===== config.mk =====
export PLATFORM = sky130hd
export DESIGN_NAME = accelerated_quadrature_counter_flat
export DESIGN_NICKNAME = d
export VERILOG_FILES = /design/src/rtl/aqc_pkg.sv /design/src/rtl/aqc_if.sv /design/src/rtl/accelerated_quadrature_counter.sv /design/src/rtl/aqc_apb_regs.sv /design/src/rtl/aqc_step.sv /design/src/flat_wrapper.sv
export SDC_FILE = /design/constraint.sdc
export NUM_CORES = 1
export LEC_CHECK = 0
export BUFFER_PORTS_ARGS = -buffer_cell sky130_fd_sc_hd__buf_2
export CAP_MARGIN = 10
export CELL_PAD_IN_SITES_DETAIL_PLACEMENT = 1
export CELL_PAD_IN_SITES_GLOBAL_PLACEMENT = 2
export CORE_AREA = 2 2 289 234
export CTS_BUF_LIST = sky130_fd_sc_hd__clkbuf_4
export CTS_CLUSTER_SIZE = 14
export DETAILED_ROUTE_END_ITERATION = 6
export DIE_AREA = 0 0 291 236
export PLACE_DENSITY = 0.81
export SLEW_MARGIN = 20
export SYNTH_ARGS = -nofsm -noshare
export SYNTH_HDL_FRONTEND = slang
export SYNTH_HIERARCHICAL = 1
export SYNTH_SLANG_ARGS = --single-unit

===== constraint.sdc =====
create_clock -name i_clk -period 11.75 [get_ports i_clk]
set_input_delay 2.35 -clock i_clk [delete_from_list [all_inputs] [get_ports i_clk]]
set_output_delay 2.35 -clock i_clk [all_outputs]
set_load 0.03 [all_outputs]

===== src/rtl/aqc_pkg.sv =====
// ============================================================================
// aqc_pkg
// Shared types, codes and constants for the accelerated quadrature counter.
// ============================================================================
`default_nettype none

package aqc_pkg;

    // Request operation codes. The remaining code is unused and changes nothing.
    typedef enum logic [1:0] {
        OP_SAMPLE = 2'd0,
        OP_LOAD   = 2'd1,
        OP_CLEAR  = 2'd2
    } t_op;

    // Register indexes on the configuration port (byte address is 4 * index).
    localparam int unsigned CfgAddrW = 5;
    localparam logic [2:0] REG_MIN_LIMIT      = 3'd0;
    localparam logic [2:0] REG_MAX_LIMIT      = 3'd1;
    localparam logic [2:0] REG_FAST_STEP      = 3'd2;
    localparam logic [2:0] REG_SLOW_STEP      = 3'd3;
    localparam logic [2:0] REG_FAST_WINDOW_MS = 3'd4;

    // Register values after reset.
    localparam logic signed [31:0] RST_MIN_LIMIT      = 32'sd0;
    localparam logic signed [31:0] RST_MAX_LIMIT      = 32'sd100;
    localparam logic [15:0]        RST_FAST_STEP      = 16'd10;
    localparam logic [15:0]        RST_SLOW_STEP      = 16'd1;
    localparam logic [31:0]        RST_FAST_WINDOW_MS = 32'd50;

    // Direction of travel, indexed by {previous AB, current AB}.
    localparam logic signed [1:0] DIR_TABLE [16] = '{
         2'sd0,  2'sd1, -2'sd1,  2'sd0,
        -2'sd1,  2'sd0,  2'sd0,  2'sd1,
         2'sd1,  2'sd0,  2'sd0, -2'sd1,
         2'sd0, -2'sd1,  2'sd1,  2'sd0
    };

    // Configuration register set.
    typedef struct packed {
        logic signed [31:0] min_limit;
        logic signed [31:0] max_limit;
        logic [15:0]        fast_step;
        logic [15:0]        slow_step;
        logic [31:0]        fast_window_ms;
    } t_cfg;

    // Decoder state carried from one request to the next.
    typedef struct packed {
        logic [1:0]         prev_ab;
        logic               change_parity;
        logic [31:0]        last_step_ms;
        logic signed [31:0] position;
    } t_state;

endpackage

`default_nettype wire


===== src/rtl/aqc_if.sv =====
// ============================================================================
// aqc_in_if / aqc_out_if
// Valid/ready channels for requests into and results out of the counter.
// ============================================================================
`default_nettype none

interface aqc_in_if;
    logic               valid;
    logic               ready;
    logic [1:0]         operation;
    logic               a_level;
    logic               b_level;
    logic [31:0]        now_ms;
    logic signed [31:0] load_value;

    modport source (output valid, operation, a_level, b_level, now_ms, load_value,
                    input ready);
    modport sink   (input valid, operation, a_level, b_level, now_ms, load_value,
                    output ready);
endinterface

interface aqc_out_if;
    logic               valid;
    logic               ready;
    logic signed [31:0] position;
    logic signed [1:0]  moved;

    modport source (output valid, position, moved, input ready);
    modport sink   (input valid, position, moved, output ready);
endinterface

`default_nettype wire


===== src/rtl/accelerated_quadrature_counter.sv =====
// ============================================================================
// accelerated_quadrature_counter
// Quadrature decoder with a clamped, speed-dependent position count.
// ============================================================================
// The block takes one request per clock while results are taken and
// returns one result per request. A request is captured in an input
// register; once the result register is free, the step logic updates the
// decoder state and writes the result register. Requests flow back to back
// at one per cycle as long as results are taken; the result register holds
// while the output is stalled, and the input register still takes one more
// request behind it. Configuration registers are written over the APB port
// and should change only while no request is in flight.
`default_nettype none

module accelerated_quadrature_counter (
    input  wire logic                         i_clk,
    input  wire logic                         i_rst_n,
    aqc_in_if.sink                            i_in,
    aqc_out_if.source                         o_out,
    input  wire logic                         psel,
    input  wire logic                         penable,
    input  wire logic                         pwrite,
    input  wire logic [aqc_pkg::CfgAddrW-1:0] paddr,
    input  wire logic [31:0]                  pwdata,
    output logic      [31:0]                  prdata,
    output logic                              pready
);
    import aqc_pkg::*;

    t_cfg               w_cfg;
    t_state             r_state;
    t_state             n_state;
    logic signed [1:0]  n_moved;

    logic               r_in_valid;
    logic [1:0]         r_operation;
    logic               r_a_level;
    logic               r_b_level;
    logic [31:0]        r_now_ms;
    logic signed [31:0] r_load_value;

    logic               r_out_valid;
    logic signed [31:0] r_position;
    logic signed [1:0]  r_moved;

    logic               w_advance;
    logic               w_accept;

    aqc_apb_regs u_regs (
        .i_clk   (i_clk),
        .i_rst_n (i_rst_n),
        .psel    (psel),
        .penable (penable),
        .pwrite  (pwrite),
        .paddr   (paddr),
        .pwdata  (pwdata),
        .prdata  (prdata),
        .pready  (pready),
        .o_cfg   (w_cfg)
    );

    aqc_step u_step (
        .i_cfg        (w_cfg),
        .i_state      (r_state),
        .i_operation  (r_operation),
        .i_a_level    (r_a_level),
        .i_b_level    (r_b_level),
        .i_now_ms     (r_now_ms),
        .i_load_value (r_load_value),
        .o_state      (n_state),
        .o_moved      (n_moved)
    );

    // Handshake: the held request moves on when the result register is free.
    assign w_advance  = r_in_valid && (!r_out_valid || o_out.ready);
    assign i_in.ready = !r_in_valid || w_advance;
    assign w_accept   = i_in.valid && i_in.ready;

    // Input register.
    always_ff @(posedge i_clk) begin
        if (!i_rst_n) begin
            r_in_valid <= 1'b0;
        end else if (w_accept) begin
            r_in_valid <= 1'b1;
        end else if (w_advance) begin
            r_in_valid <= 1'b0;
        end
    end

    always_ff @(posedge i_clk) begin
        if (w_accept) begin
            r_operation  <= i_in.operation;
            r_a_level    <= i_in.a_level;
            r_b_level    <= i_in.b_level;
            r_now_ms     <= i_in.now_ms;
            r_load_value <= i_in.load_value;
        end
    end

    // Decoder state, updated as each request is processed.
    always_ff @(posedge i_clk) begin
        if (!i_rst_n) begin
            r_state <= '0;
        end else if (w_advance) begin
            r_state <= n_state;
        end
    end

    // Result register.
    always_ff @(posedge i_clk) begin
        if (!i_rst_n) begin
            r_out_valid <= 1'b0;
        end else if (w_advance) begin
            r_out_valid <= 1'b1;
        end else if (o_out.ready) begin
            r_out_valid <= 1'b0;
        end
    end

    always_ff @(posedge i_clk) begin
        if (w_advance) begin
            r_position <= n_state.position;
            r_moved    <= n_moved;
        end
    end

    assign o_out.valid    = r_out_valid;
    assign o_out.position = r_position;
    assign o_out.moved    = r_moved;

endmodule

`default_nettype wire


===== src/rtl/aqc_apb_regs.sv =====
// ============================================================================
// aqc_apb_regs
// APB-style register file holding limits, step sizes and the fast window.
// ============================================================================
`default_nettype none

module aqc_apb_regs (
    input  wire logic                         i_clk,
    input  wire logic                         i_rst_n,
    input  wire logic                         psel,
    input  wire logic                         penable,
    input  wire logic                         pwrite,
    input  wire logic [aqc_pkg::CfgAddrW-1:0] paddr,
    input  wire logic [31:0]                  pwdata,
    output logic      [31:0]                  prdata,
    output logic                              pready,
    output aqc_pkg::t_cfg                     o_cfg
);
    import aqc_pkg::*;

    t_cfg       r_cfg;
    logic       w_wr;
    logic [2:0] w_idx;

    assign pready = 1'b1;
    assign w_idx  = paddr[CfgAddrW-1:2];
    assign w_wr   = psel && penable && pwrite && pready;

    // Register writes in the access phase.
    always_ff @(posedge i_clk) begin
        if (!i_rst_n) begin
            r_cfg.min_limit      <= RST_MIN_LIMIT;
            r_cfg.max_limit      <= RST_MAX_LIMIT;
            r_cfg.fast_step      <= RST_FAST_STEP;
            r_cfg.slow_step      <= RST_SLOW_STEP;
            r_cfg.fast_window_ms <= RST_FAST_WINDOW_MS;
        end else if (w_wr) begin
            case (w_idx)
                REG_MIN_LIMIT:      r_cfg.min_limit      <= $signed(pwdata);
                REG_MAX_LIMIT:      r_cfg.max_limit      <= $signed(pwdata);
                REG_FAST_STEP:      r_cfg.fast_step      <= pwdata[15:0];
                REG_SLOW_STEP:      r_cfg.slow_step      <= pwdata[15:0];
                REG_FAST_WINDOW_MS: r_cfg.fast_window_ms <= pwdata;
                default: ;
            endcase
        end
    end

    // Read-back multiplexer.
    always_comb begin
        case (w_idx)
            REG_MIN_LIMIT:      prdata = r_cfg.min_limit;
            REG_MAX_LIMIT:      prdata = r_cfg.max_limit;
            REG_FAST_STEP:      prdata = {16'd0, r_cfg.fast_step};
            REG_SLOW_STEP:      prdata = {16'd0, r_cfg.slow_step};
            REG_FAST_WINDOW_MS: prdata = r_cfg.fast_window_ms;
            default:            prdata = 32'd0;
        endcase
    end

    assign o_cfg = r_cfg;

endmodule

`default_nettype wire


===== src/rtl/aqc_step.sv =====
// ============================================================================
// aqc_step
// Next-state and result logic for one request: decode, step, clamp, load, clear.
// ============================================================================
`default_nettype none

module aqc_step (
    input  wire aqc_pkg::t_cfg            i_cfg,
    input  wire aqc_pkg::t_state          i_state,
    input  wire logic [1:0]               i_operation,
    input  wire logic                     i_a_level,
    input  wire logic                     i_b_level,
    input  wire logic [31:0]              i_now_ms,
    input  wire logic signed [31:0]       i_load_value,
    output aqc_pkg::t_state               o_state,
    output logic signed [1:0]             o_moved
);
    import aqc_pkg::*;

    logic [1:0]         w_cur;
    logic               w_changed;
    logic signed [1:0]  w_dir;
    logic               w_parity;
    logic               w_step;
    logic [31:0]        w_since;
    logic               w_fast;
    logic [15:0]        w_inc;
    logic signed [33:0] w_pos_x;
    logic signed [33:0] w_inc_x;
    logic signed [33:0] w_sum;
    logic signed [33:0] w_hi_clamp;
    logic signed [31:0] w_clamped;
    logic               w_load_ok;

    // Transition decode and parity of pin changes.
    assign w_cur     = {i_a_level, i_b_level};
    assign w_changed = (w_cur != i_state.prev_ab);
    assign w_dir     = DIR_TABLE[{i_state.prev_ab, w_cur}];
    assign w_parity  = i_state.change_parity ^ w_changed;
    assign w_step    = (i_operation == OP_SAMPLE) && w_changed
                       && (w_dir != 2'sd0) && !w_parity;

    // Fast or slow increment from the time since the last step.
    assign w_since = (i_state.last_step_ms != 32'd0) ? (i_now_ms - i_state.last_step_ms)
                                                      : 32'd0;
    assign w_fast  = (w_since != 32'd0) && (w_since < i_cfg.fast_window_ms);
    assign w_inc   = w_fast ? i_cfg.fast_step : i_cfg.slow_step;

    // Wide add, then clamp to the upper and then the lower limit.
    assign w_pos_x = {{2{i_state.position[31]}}, i_state.position};
    assign w_inc_x = $signed({18'd0, w_inc});
    assign w_sum   = (w_dir == 2'sd1) ? (w_pos_x + w_inc_x) : (w_pos_x - w_inc_x);

    always_comb begin
        if (w_sum > $signed({{2{i_cfg.max_limit[31]}}, i_cfg.max_limit})) begin
            w_hi_clamp = $signed({{2{i_cfg.max_limit[31]}}, i_cfg.max_limit});
        end else begin
            w_hi_clamp = w_sum;
        end
        if (w_hi_clamp < $signed({{2{i_cfg.min_limit[31]}}, i_cfg.min_limit})) begin
            w_clamped = i_cfg.min_limit;
        end else begin
            w_clamped = w_hi_clamp[31:0];
        end
    end

    assign w_load_ok = (i_load_value >= i_cfg.min_limit) && (i_load_value <= i_cfg.max_limit);

    // Per-operation state update.
    always_comb begin
        o_state = i_state;
        o_moved = 2'sd0;
        case (i_operation)
            OP_SAMPLE: begin
                o_state.prev_ab       = w_cur;
                o_state.change_parity = w_parity;
                if (w_step) begin
                    o_state.position     = w_clamped;
                    o_state.last_step_ms = i_now_ms;
                    o_moved              = w_dir;
                end
            end
            OP_LOAD: begin
                if (w_load_ok) begin
                    o_state.position = i_load_value;
                end
            end
            OP_CLEAR: begin
                o_state.position     = 32'sd0;
                o_state.last_step_ms = i_now_ms;
            end
            default: ;
        endcase
    end

endmodule

`default_nettype wire


===== src/flat_wrapper.sv =====
// flat-port wrapper written by rule: the top's interface ports become plain ports
module accelerated_quadrature_counter_flat import aqc_pkg::*;
  (i_clk, i_rst_n, psel, penable, pwrite, paddr, pwdata, prdata, pready, i_in_valid, i_in_operation, i_in_a_level, i_in_b_level, i_in_now_ms, i_in_load_value, i_in_ready, o_out_valid, o_out_position, o_out_moved, o_out_ready);
  aqc_in_if i_in_i ();
  aqc_out_if o_out_i ();
  input  wire logic i_clk;
  input  wire logic i_rst_n;
  input  wire logic psel;
  input  wire logic penable;
  input  wire logic pwrite;
  input  wire logic [aqc_pkg::CfgAddrW-1:0] paddr;
  input  wire logic [31:0] pwdata;
  output logic      [31:0] prdata;
  output logic pready;
  input wire logic [$bits(i_in_i.valid)-1:0] i_in_valid;
  input wire logic [$bits(i_in_i.operation)-1:0] i_in_operation;
  input wire logic [$bits(i_in_i.a_level)-1:0] i_in_a_level;
  input wire logic [$bits(i_in_i.b_level)-1:0] i_in_b_level;
  input wire logic [$bits(i_in_i.now_ms)-1:0] i_in_now_ms;
  input wire logic [$bits(i_in_i.load_value)-1:0] i_in_load_value;
  output wire logic [$bits(i_in_i.ready)-1:0] i_in_ready;
  output wire logic [$bits(o_out_i.valid)-1:0] o_out_valid;
  output wire logic [$bits(o_out_i.position)-1:0] o_out_position;
  output wire logic [$bits(o_out_i.moved)-1:0] o_out_moved;
  input wire logic [$bits(o_out_i.ready)-1:0] o_out_ready;
  assign i_in_i.valid = i_in_valid;
  assign i_in_i.operation = i_in_operation;
  assign i_in_i.a_level = i_in_a_level;
  assign i_in_i.b_level = i_in_b_level;
  assign i_in_i.now_ms = i_in_now_ms;
  assign i_in_i.load_value = i_in_load_value;
  assign i_in_ready = i_in_i.ready;
  assign o_out_valid = o_out_i.valid;
  assign o_out_position = o_out_i.position;
  assign o_out_moved = o_out_i.moved;
  assign o_out_i.ready = o_out_ready;
  accelerated_quadrature_counter u_core (.i_clk(i_clk), .i_rst_n(i_rst_n), .i_in(i_in_i), .o_out(o_out_i), .psel(psel), .penable(penable), .pwrite(pwrite), .paddr(paddr), .pwdata(pwdata), .prdata(prdata), .pready(pready));
endmodule

### Word level (Yosys, flattened, before mapping)

Memories as Yosys holds them, arrays and structs flattened.
Cells that the tools add are included.

| word-level totals | value |
|---|---|
| register bits after elaboration | 299 |
| ROM bits | 32 |
| output and inout bits | 69 |
| word-level logic and storage cells | 85 |
| memories | 1 |

Memories:

| memory | depth | width | rd ports | clocked after Yosys merged registers in | write ports | line | RTL |
|---|---|---|---|---|---|---|---|
| (name not given) | 16 | 2 | 1 | 0 | 0 | aqc_step.sv:38 | `assign w_dir = DIR_TABLE[{i_state.prev_ab, w_cur}];` |

| operators by class | value |
|---|---|
| add/sub/neg operators | 3 |
| $lt $le $gt $ge | 6 |
| eq/ne operators | 9 |
| muxes and demuxes | 16 |
| bitwise operators | 2 |
| reduce and logical (&&, ||, !) cells | 30 |

Operators by type and width:

| kind | count |
|---|---|
| $pmux 32 s5 | 1 |
| $mux 32 | 3 |
| $pmux 32 s3 | 1 |
| $mux 34 | 2 |
| $mux 64 | 1 |
| $pmux 32 s2 | 1 |
| $reduce_bool 32->1 | 2 |
| $gt 34x32->1 | 1 |
| $lt 34x32->1 | 1 |
| $add 32x17->33 | 1 |
| $sub 32x17->33 | 1 |
| $ge 32x32->1 | 1 |
| $le 32x32->1 | 1 |
| $lt 32x32->1 | 1 |
| $sub 32x32->32 | 1 |
| $mux 16 | 1 |
| $reduce_and 2->1 | 7 |
| $logic_and 1x1->1 | 9 |
| $reduce_bool 2->1 | 4 |
| $eq 3x2->1 const B | 2 |
| $ge 5x5->1 const B | 1 |
| $not 4->5 | 1 |
| $eq 2x2->1 const B | 2 |
| $mux 1 | 4 |
| 12 further kinds | 16 |

### Logic depth before layout (Yosys ltp)

Gate-level depths: netlist of run 1.

| depth | value |
|---|---|
| word-level depth | 13 |
| gate-level depth with buffers | 72 |

### Modules after synthesis

The synthesis of run 1 kept the hierarchy.

Modules (own cells, without submodules):

| module | times used | cells each | area each (um^2) | sequential area each (um^2) |
|---|---|---|---|---|
| aqc_step | 1 | 1589 | 11108.2 | 0.0 |
| aqc_apb_regs | 1 | 601 | 5863.1 | 2562.5 |
| accelerated_quadrature_counter | 1 | 402 | 5816.8 | 4444.3 |

### Worst setup path after synthesis of run 1

OpenSTA, ideal clock, no wires.

| timing path | value |
|---|---|
| kind | reg2reg |
| start point | register u_core.r_now_ms[0] |
| end point | register u_core.r_position[10], in the netlist u_core/o_out.position[10] (data pin) |
| arrival time | 12.720 ns |
| required time | 11.484 ns |
| slack | -1.236 ns |
| cell stages (with the launch flop) | 67 |
| clock period less this slack | 12.986 ns |
| path through | edfxtp_1 > inv_1 > ha_1 > fa_1 > nand2b_1 > a21oi_1 > o21ai_2 > a2111oi_4 > mux2i_1 > nor4_1 > inv_1 > ha_1 > a21o_1 > a21o_1 > a21o_1 > a211oi_1 > o21ai_0 > a31oi_1 > [... 31 more ...] > or2_2 > clkbuf_1 > buf_2 > clkbuf_1 > nand2_1 > o21ai_0 > ha_1 > and4_1 > nand4_1 > nor4_1 > nand3_1 > nor2_1 > o22ai_1 > a31oi_2 > buf_2 > mux2i_1 > nor2_1 > a221o_1 |

RTL lines:

| item | line | RTL |
|---|---|---|
| start, declared | accelerated_quadrature_counter.sv:39 | `logic [31:0] r_now_ms;` |
| start signal, assigned | accelerated_quadrature_counter.sv:95 | `r_now_ms <= i_in.now_ms;` |
| end signal, assigned | accelerated_quadrature_counter.sv:122 | `r_position <= n_state.position;` |
| end, declared | accelerated_quadrature_counter.sv:43 | `logic signed [31:0] r_position;` |

==> results of run 1 <==
## cells in the mapped netlist, drive strengths merged, types with 4 or more instances
library cell / count
nand2: 415
mux2i: 242
ha: 231
dfxtp: 197
inv: 163
nor2: 150
a21oi: 126
o21ai: 118
edfxtp: 102
a21o: 68
buf: 65
clkbuf: 65
mux2: 65
xnor2: 49
nand4: 45
a22oi: 40
nor2b: 35
xor2: 35
and2: 31
nor3: 29
a211oi: 23
a221o: 22
nand3: 21
o22ai: 19
a2bb2oi: 18
o21a: 18
o31ai: 17
or3: 16
a31oi: 14
nor4: 14
nand2b: 13
o211ai: 13
or2: 13
and3: 10
o21bai: 9
nor3b: 8
a2111oi: 7
o221ai: 6
a21boi: 5
o2111ai: 5
o211a: 5
a211o: 4
or4: 4
## cell usage in the layout, fill, tap and decap left out, drive strengths merged, types with 9 or more instances in the layout
master	count
buf	590
nand2	415
mux2i	242
ha	231
dfxtp	197
inv	165
nor2	150
clkbuf	128
a21oi	126
o21ai	118
edfxtp	102
a21o	68
mux2	65
xnor2	49
nand4	45
a22oi	40
xor2	35
nor2b	35
and2	31
nor3	29
a211oi	23
a221o	22
nand3	21
clkinv	20
o22ai	19
o21a	18
a2bb2oi	18
o31ai	17
or3	16
a31oi	14
nor4	14
o211ai	13
nand2b	13
or2	13
and3	10
diode	9
o21bai	9
## flip-flops by register name, indices dropped and copies added (netlist names)
register,count
u_core/o_out.valid,1
u_core/r_now_ms,32
u_core/r_state,67
u_core/r_load_value,32
u_core/r_a_level,1
u_core/r_in_valid,1
u_core/o_out.moved,2
u_core/o_out.position,32
u_core/r_b_level,1
u_core/r_operation,2
u_core/u_regs/o_cfg,128
## power by group through the flow
stage	Sequential (mW)	Combinational (mW)	Clock [mW]
final	1.13	2.52	1.04
after floorplan	1.14	1.21	0
after global placement	1.15	1.96	0
after detailed placement	1.15	2.03	0
after CTS	1.12	2.38	1.09
after global routing	1.13	2.69	1.14
## worst min-delay path by stage
| stage | endpoint | cells past startpoint | from | slack, ps |
|---|---|---|---|---|
| 4_1_cts | u_core/u_regs/o_cfg[80] | 2 | u_core/u_regs/o_cfg[80] | 480 |
| 2_1_floorplan | u_core/u_regs/o_cfg[116] | 2 | u_core/u_regs/o_cfg[116] | 450 |
| 5_1_grt | u_core/u_regs/o_cfg[119] | 2 | u_core/u_regs/o_cfg[119] | 510 |
| 6_report | u_core/u_regs/o_cfg[80] | 2 | u_core/u_regs/o_cfg[80] | 480 |
| 3_5_place_dp | u_core/r_state[58] | 2 | u_core/r_state[58] | 470 |
| 3_3_place_gp | u_core/u_regs/o_cfg[125] | 2 | u_core/u_regs/o_cfg[125] | 460 |
## layer usage
layer / up-vias / GRT usage, %
met5: - / 0
met4: 2 / 6.28
met3: 130 / 4.26
met2: 535 / 42.7
met1: 10886 / 34.8
li1: 10438 / -
## layout make-up
type | instances | share of cell area [%]
Tap cell | 870 | 3.69
Timing Repair Buffer | 591 | 14.2
Antenna cell | 9 | 0.0764
Clock inverter | 25 | 0.573
Sequential cell | 299 | 23.8
Clock buffer | 128 | 3.26
Multi-Input combinational cell | 2000 | 52.4
Inverter | 163 | 2.10
## worst min-delay path: cells and delay by family, from the launching register on
kind | cells | cell delay (ps)
simple gates | 1 | 60
flops | 1 | 320
mux | 1 | 50
## cells by family (layout without fill, tap and decap cells)
| logic type | Yosys count | in the layout | share of synthesized area, % |
|---|---|---|---|
| muxes | 308 | 308 | 14.1 |
| xor gates and xnor gates | 84 | 84 | 3.23 |
| DFF | 299 | 299 | 30.7 |
| buffers and inverters | 293 | 907 | 6.08 |
| other | 1 | 10 | 0.0165 |
| adders and majority gates | 233 | 233 | 12.9 |
| and+or+nand+nor | 816 | 816 | 16.5 |
| AOI/OAI and AO/OA | 558 | 558 | 16.4 |
## per-stage QoR
stage	hold slack [ps]	instances	power [mW]	setup slack, ps	util, %
6_report	479	4085	4.69	-1850	44.5
3_5_place_dp	473	3877	3.17	-2250	40.9
3_3_place_gp	459	3877	3.11	-1860	40.9
5_1_grt	505	4083	4.96	-2450	44.5
2_1_floorplan	447	2592	2.35	-404	-
4_1_cts	483	4066	4.59	-1730	44.0
## what timing repair did
item	CTS	global route
gates resized for setup	118	47
pin swaps	66	53
gates cloned	2	0
endpoints found under the setup margin	64	64
setup buffers	34	10
==> results.json, run 1 <==
{
  "fillerInstances": 7819,
  "wl_met1_um": 41900,
  "drive_above_1_share_pct": 30.6,
  "end_kind": "flip-flop",
  "netlist_instances": 2592,
  "chipWidth_um": 291,
  "tightestPinTransition_ps": 1060,
  "seq_area_um2": 7010,
  "cp-endpoint": "u_core/r_state[8]",
  "cp_common_cell": "a21o_1",
  "status": "finished, violations left",
  "period_minus_slack_ps": 13600,
  "path_buf_inv": 7,
  "cpMaxStageDelayCell": "edfxtp_1",
  "cp_num_cells": 66,
  "post_drt_wl_per_cell_um": 22.0,
  "synth-edff-count": 102,
  "synth_fp_nets": 2937,
  "grt-ovfl-total": 0,
  "cp_slowest_stage_delay_ps": 440,
  "dp_hpwl_um": 69300,
  "gr-usage-all-layers_pct": 25.7,
  "ios": 181,
  "p_comb_share_pct": 53.8,
  "antenna_found_initial": 6,
  "drcViolationCount": 0,
  "drv_cap": 0,
  "yosysTopAreaCellShare_pct": 17.3,
  "relSlewSlack_pct": 29.3,
  "p_per_area_nw_per_um2": 159,
  "clock_sinks": 299,
  "area_growth_pct": 29.4,
  "hold_viol_final": 0,
  "grt_max_degree": 130,
  "async_flop_share_pct": 0,
  "routed_wl_um": 90000,
  "multi_input_area_um2": 15400,
  "crit_type": "flip-flop to flip-flop",
  "grt_pass1_wl_um": 136000,
  "seq_area_frac_synth_pct": 30.7,
  "p_sw_mw": 1.79,
  "reg2reg_from": "u_core/r_now_ms[7]",
  "portBuffers": 177,
  "cts_buffer_depth": 3,
  "tns_ps": -108680,
  "setup_viol": 64,
  "skew_ps": 87.3,
  "yosysUniqueCellTypes": 91,
  "gp_congestion": 0.933,
  "rsz0062_at_grt": "yes",
  "syn_avg_cell_area_um2": 8.79,
  "cts_inserted_buffers": 85,
  "ctsHtreeMaxLevel": 3,
  "arrival_ps": 14280,
  "hold_class": "flip-flop to flip-flop",
  "rr_worst_depth": 66,
  "clkPwrFrac_pct": 22.2,
  "ys.flop_type": "dfxtp_1",
  "ys_top_cells_by_area": "dfxtp_1 17%, edfxtp_1 13%, ha_1 13%, mux2i_1 11%, nand2_1 6.8%",
  "critPathLaunch": "u_core/r_now_ms[7]",
  "wl_met3_um": 4580,
  "core_um2": 66300,
  "rrSetupSlack_ps": -1850,
  "top_layer": "met5",
  "cts-root-buf": "clkbuf_4",
  "swShare_pct": 38.2,
  "internal_power_mw": 2.90,
  "firstDrtPassIters": 5,
  "cts_tree": "done",
  "syn_area_um2": 22800,
  "grt_pass1_vias": 23477,
  "start_util_pct": 34.4,
  "cp_top_family": "compound AO/OA/AOI/OAI gates",
  "slew_violations": 0,
  "finalInstanceArea_um2": 29500,
  "met2WireLength_um": 41500,
  "fp.dieH_um": 236,
  "fin_ws_ps": -1850,
  "layout_worst_path_cycle_share_pct": 116,
  "max_freq_mhz": 73.6,
  "cp-start-kind": "flip-flop",
  "vias_per_cell": 5.38,
  "ys_seq_elements": 299,
  "reg2reg_to": "u_core/r_state[8]",
  "leakage_nw": 12.5,
  "drtIter0Drc": 1233,
  "cts_hold_buf": 0,
  "cp.required_ps": 12430,
  "synth_top_cell_by_area": "dfxtp_1",
  "violations": "setup timing",
  "dieArea_um2": 68700,
  "row_count": 85,
  "pwr-share-seq_pct": 24.0,
  "yosys_warnings": 6,
  "dpl_cell_area_um2": 27100,
  "clk_latency_ps": 910,
  "cp_max_fo": 8,
  "clk_pin_slew_worst_paths_ps": 60,
  "vias": 21991,
  "fin_nets": 3485,
  "ant_nets": 0,
  "ir_drop_v": 0.0000946
}
No activity file was read; power rests on OpenSTA's default activity.
==> run 2, diff against run 1 <==
--- a/config.mk
+++ b/config.mk
@@ -21,2 +21,3 @@
 export SYNTH_HIERARCHICAL = 1
 export SYNTH_SLANG_ARGS = --single-unit
+export TNS_END_PERCENT = 5
==> constraint.sdc (replaced) <==
create_clock -name i_clk -period 11.75 [get_ports i_clk]
set_input_delay 0.5875 -clock i_clk [delete_from_list [all_inputs] [get_ports i_clk]]
set_output_delay 0.5875 -clock i_clk [all_outputs]
set_load 0.03 [all_outputs]
==> results.json, run 2 (synthesis gave the netlist of run 1 again) <==
{
  "vias": 22504,
  "gr-usage-all-layers_pct": 26.9,
  "slew_violations": 0,
  "cts_inserted_buffers": 85,
  "cts_tree": "done",
  "p_comb_share_pct": 53.2,
  "cp.required_ps": 12490,
  "post_drt_wl_per_cell_um": 22.7,
  "firstDrtPassIters": 5,
  "status": "finished, violations left",
  "met2WireLength_um": 42500,
  "path_buf_inv": 13,
  "vias_per_cell": 5.40,
  "rsz0062_at_grt": "yes",
  "ctsHtreeMaxLevel": 3,
  "crit_type": "flip-flop to flip-flop",
  "ant_nets": 0,
  "drcViolationCount": 0,
  "top_layer": "met5",
  "period_minus_slack_ps": 13360,
  "grt_max_degree": 102,
  "tightestPinTransition_ps": 1170,
  "reg2reg_to": "u_core/r_state[31]",
  "arrival_ps": 14100,
  "critPathLaunch": "u_core/r_now_ms[0]",
  "cp-start-kind": "flip-flop",
  "dp_hpwl_um": 73400,
  "routed_wl_um": 94700,
  "dpl_worst_slack_ps": -2100,
  "drtIter0Drc": 1316,
  "cp-endpoint": "u_core/r_state[31]",
  "relSlewSlack_pct": 22.2,
  "row_count": 85,
  "chipWidth_um": 291,
  "rr_worst_depth": 72,
  "pwr-share-seq_pct": 23.7,
  "cp_common_cell": "buf_4",
  "cp_max_fo": 7,
  "internal_power_mw": 2.94,
  "clk_pin_slew_worst_paths_ps": 80,
  "reg2reg_from": "u_core/r_now_ms[0]",
  "drv_cap": 0,
  "setup_viol": 64,
  "ios": 181,
  "p_per_area_nw_per_um2": 157,
  "hold_viol_final": 0,
  "gp_congestion": 0.973,
  "cp_num_cells": 72,
  "grt_pass1_vias": 23487,
  "cp_slowest_stage_delay_ps": 410,
  "final_common_cell": "nand2_1",
  "wl_met1_um": 45500,
  "dieArea_um2": 68700,
  "largest_reg_flops": 128,
  "finalInstanceArea_um2": 30300,
  "p_sw_mw": 1.80,
  "grt-ovfl-total": 0,
  "area_growth_pct": 32.9,
  "core_um2": 66300,
  "max_freq_mhz": 74.8,
  "final_core_util_pct": 45.7,
  "clkPwrFrac_pct": 23.0,
  "fin_ws_ps": -1610,
  "cp_top_family": "compound AO/OA/AOI/OAI gates",
  "clock_sinks": 299,
  "cts-root-buf": "clkbuf_4",
  "grt_pass1_wl_um": 142000,
  "start_util_pct": 34.4,
  "wl_met3_um": 4810,
  "cpMaxStageDelayCell": "or3_4",
  "dpl_cell_area_um2": 27100,
  "leakage_nw": 12.9,
  "ir_drop_v": 0.000111,
  "layout_worst_path_cycle_share_pct": 114,
  "drive_above_1_share_pct": 29.5,
  "layout_common_cells": "411 x nand2_1, 395 x buf_4, 236 x mux2i_1, 209 x ha_1, 197 x dfxtp_1",
  "antenna_found_initial": 3,
  "fin_nets": 3571,
  "fp.dieH_um": 236,
  "swShare_pct": 37.9,
  "portBuffers": 177,
  "clk_latency_ps": 920,
  "hold_class": "input pin to flip-flop",
  "skew_ps": 121,
  "cts_buffer_depth": 3,
  "violations": "setup timing",
  "end_kind": "flip-flop",
  "rrSetupSlack_ps": -1610
}
[run 2: cell types whose count changed in the layout (fill, tap and decap cells not counted), moves of 6 or more]
cell           before  now
clkbuf_4          128  138
clkinv_1           16    9
dlygate4sd3_1       0   87
mux2i_1           228  236
o21ai_1            16   10
o21ai_2             7   13
[run 2: worst min-delay path, delay by kind of cell]
kind | cells | cell delay, ps
AO/OA/AOI/OAI | 2 | 150
buffers and inverters | 1 | 120
AND/OR/NAND/NOR | 1 | 90
[run 2: worst min-delay path by stage]
| stage | from | endpoint | slack (ps) | cells past startpoint |
|---|---|---|---|---|
| after floorplan | u_core/u_regs/o_cfg[116] | u_core/u_regs/o_cfg[116] | 450 | 2 |
| after global placement | u_core/r_state[57] | u_core/r_state[57] | 460 | 2 |
| after detailed placement | u_core/u_regs/o_cfg[80] | u_core/u_regs/o_cfg[80] | 470 | 2 |
| after CTS | pwdata[19] | u_core/u_regs/o_cfg[19] | 10 | 3 |
| after global routing | pwdata[16] | u_core/u_regs/o_cfg[16] | 20 | 3 |
| final | penable | u_core/u_regs/o_cfg[4] | 100 | 4 |
[run 2: timing repair]
action | in CTS | in global routing
resized for setup | 72 | 85
hold buffers | 87 | 0
gates cloned | 4 | 1
pin swaps | 36 | 50
hold endpoints to repair | 110 | 0
endpoints found under the setup margin | 64 | 64
setup buffers | 25 | 15
[run 2: stage by stage]
step | hold WS, ps | power, mW | setup TNS, ps | cells
final | 101 | 4.74 | -97810 | 4167
after global routing | 19.2 | 5.00 | -134090 | 4167
after CTS | 12.1 | 4.61 | -106150 | 4147
after detailed placement | 473 | 3.15 | -129110 | 3877
after global placement | 458 | 3.10 | -102230 | 3877
after floorplan | 447 | 2.33 | -20670 | 2592
[run 2: final cells by class]
cell class	count	area, um2
Antenna cell	4	10.0
Clock buffer	138	1040
Clock inverter	16	156
Multi-Input combinational cell	2001	15400
Sequential cell	299	7010
Timing Repair Buffer	676	5020
Fill cell	7765	36000
Tap cell	870	1090
Inverter	163	619
[run 2: layer usage]
layer	GRT usage (%)	up-vias
met3	4.52	116
met4	6.15	2
li1	-	10609
met5	0	-
met1	37.8	11221
met2	43.1	556
[run 2: power by group through the flow]
stage | clock network (mW) | logic [mW] | registers (mW)
floorplan | 0 | 1.18 | 1.14
global placement | 0 | 1.95 | 1.15
detailed placement | 0 | 2.00 | 1.15
CTS | 1.13 | 2.35 | 1.12
global route | 1.19 | 2.69 | 1.13
finish | 1.09 | 2.52 | 1.12
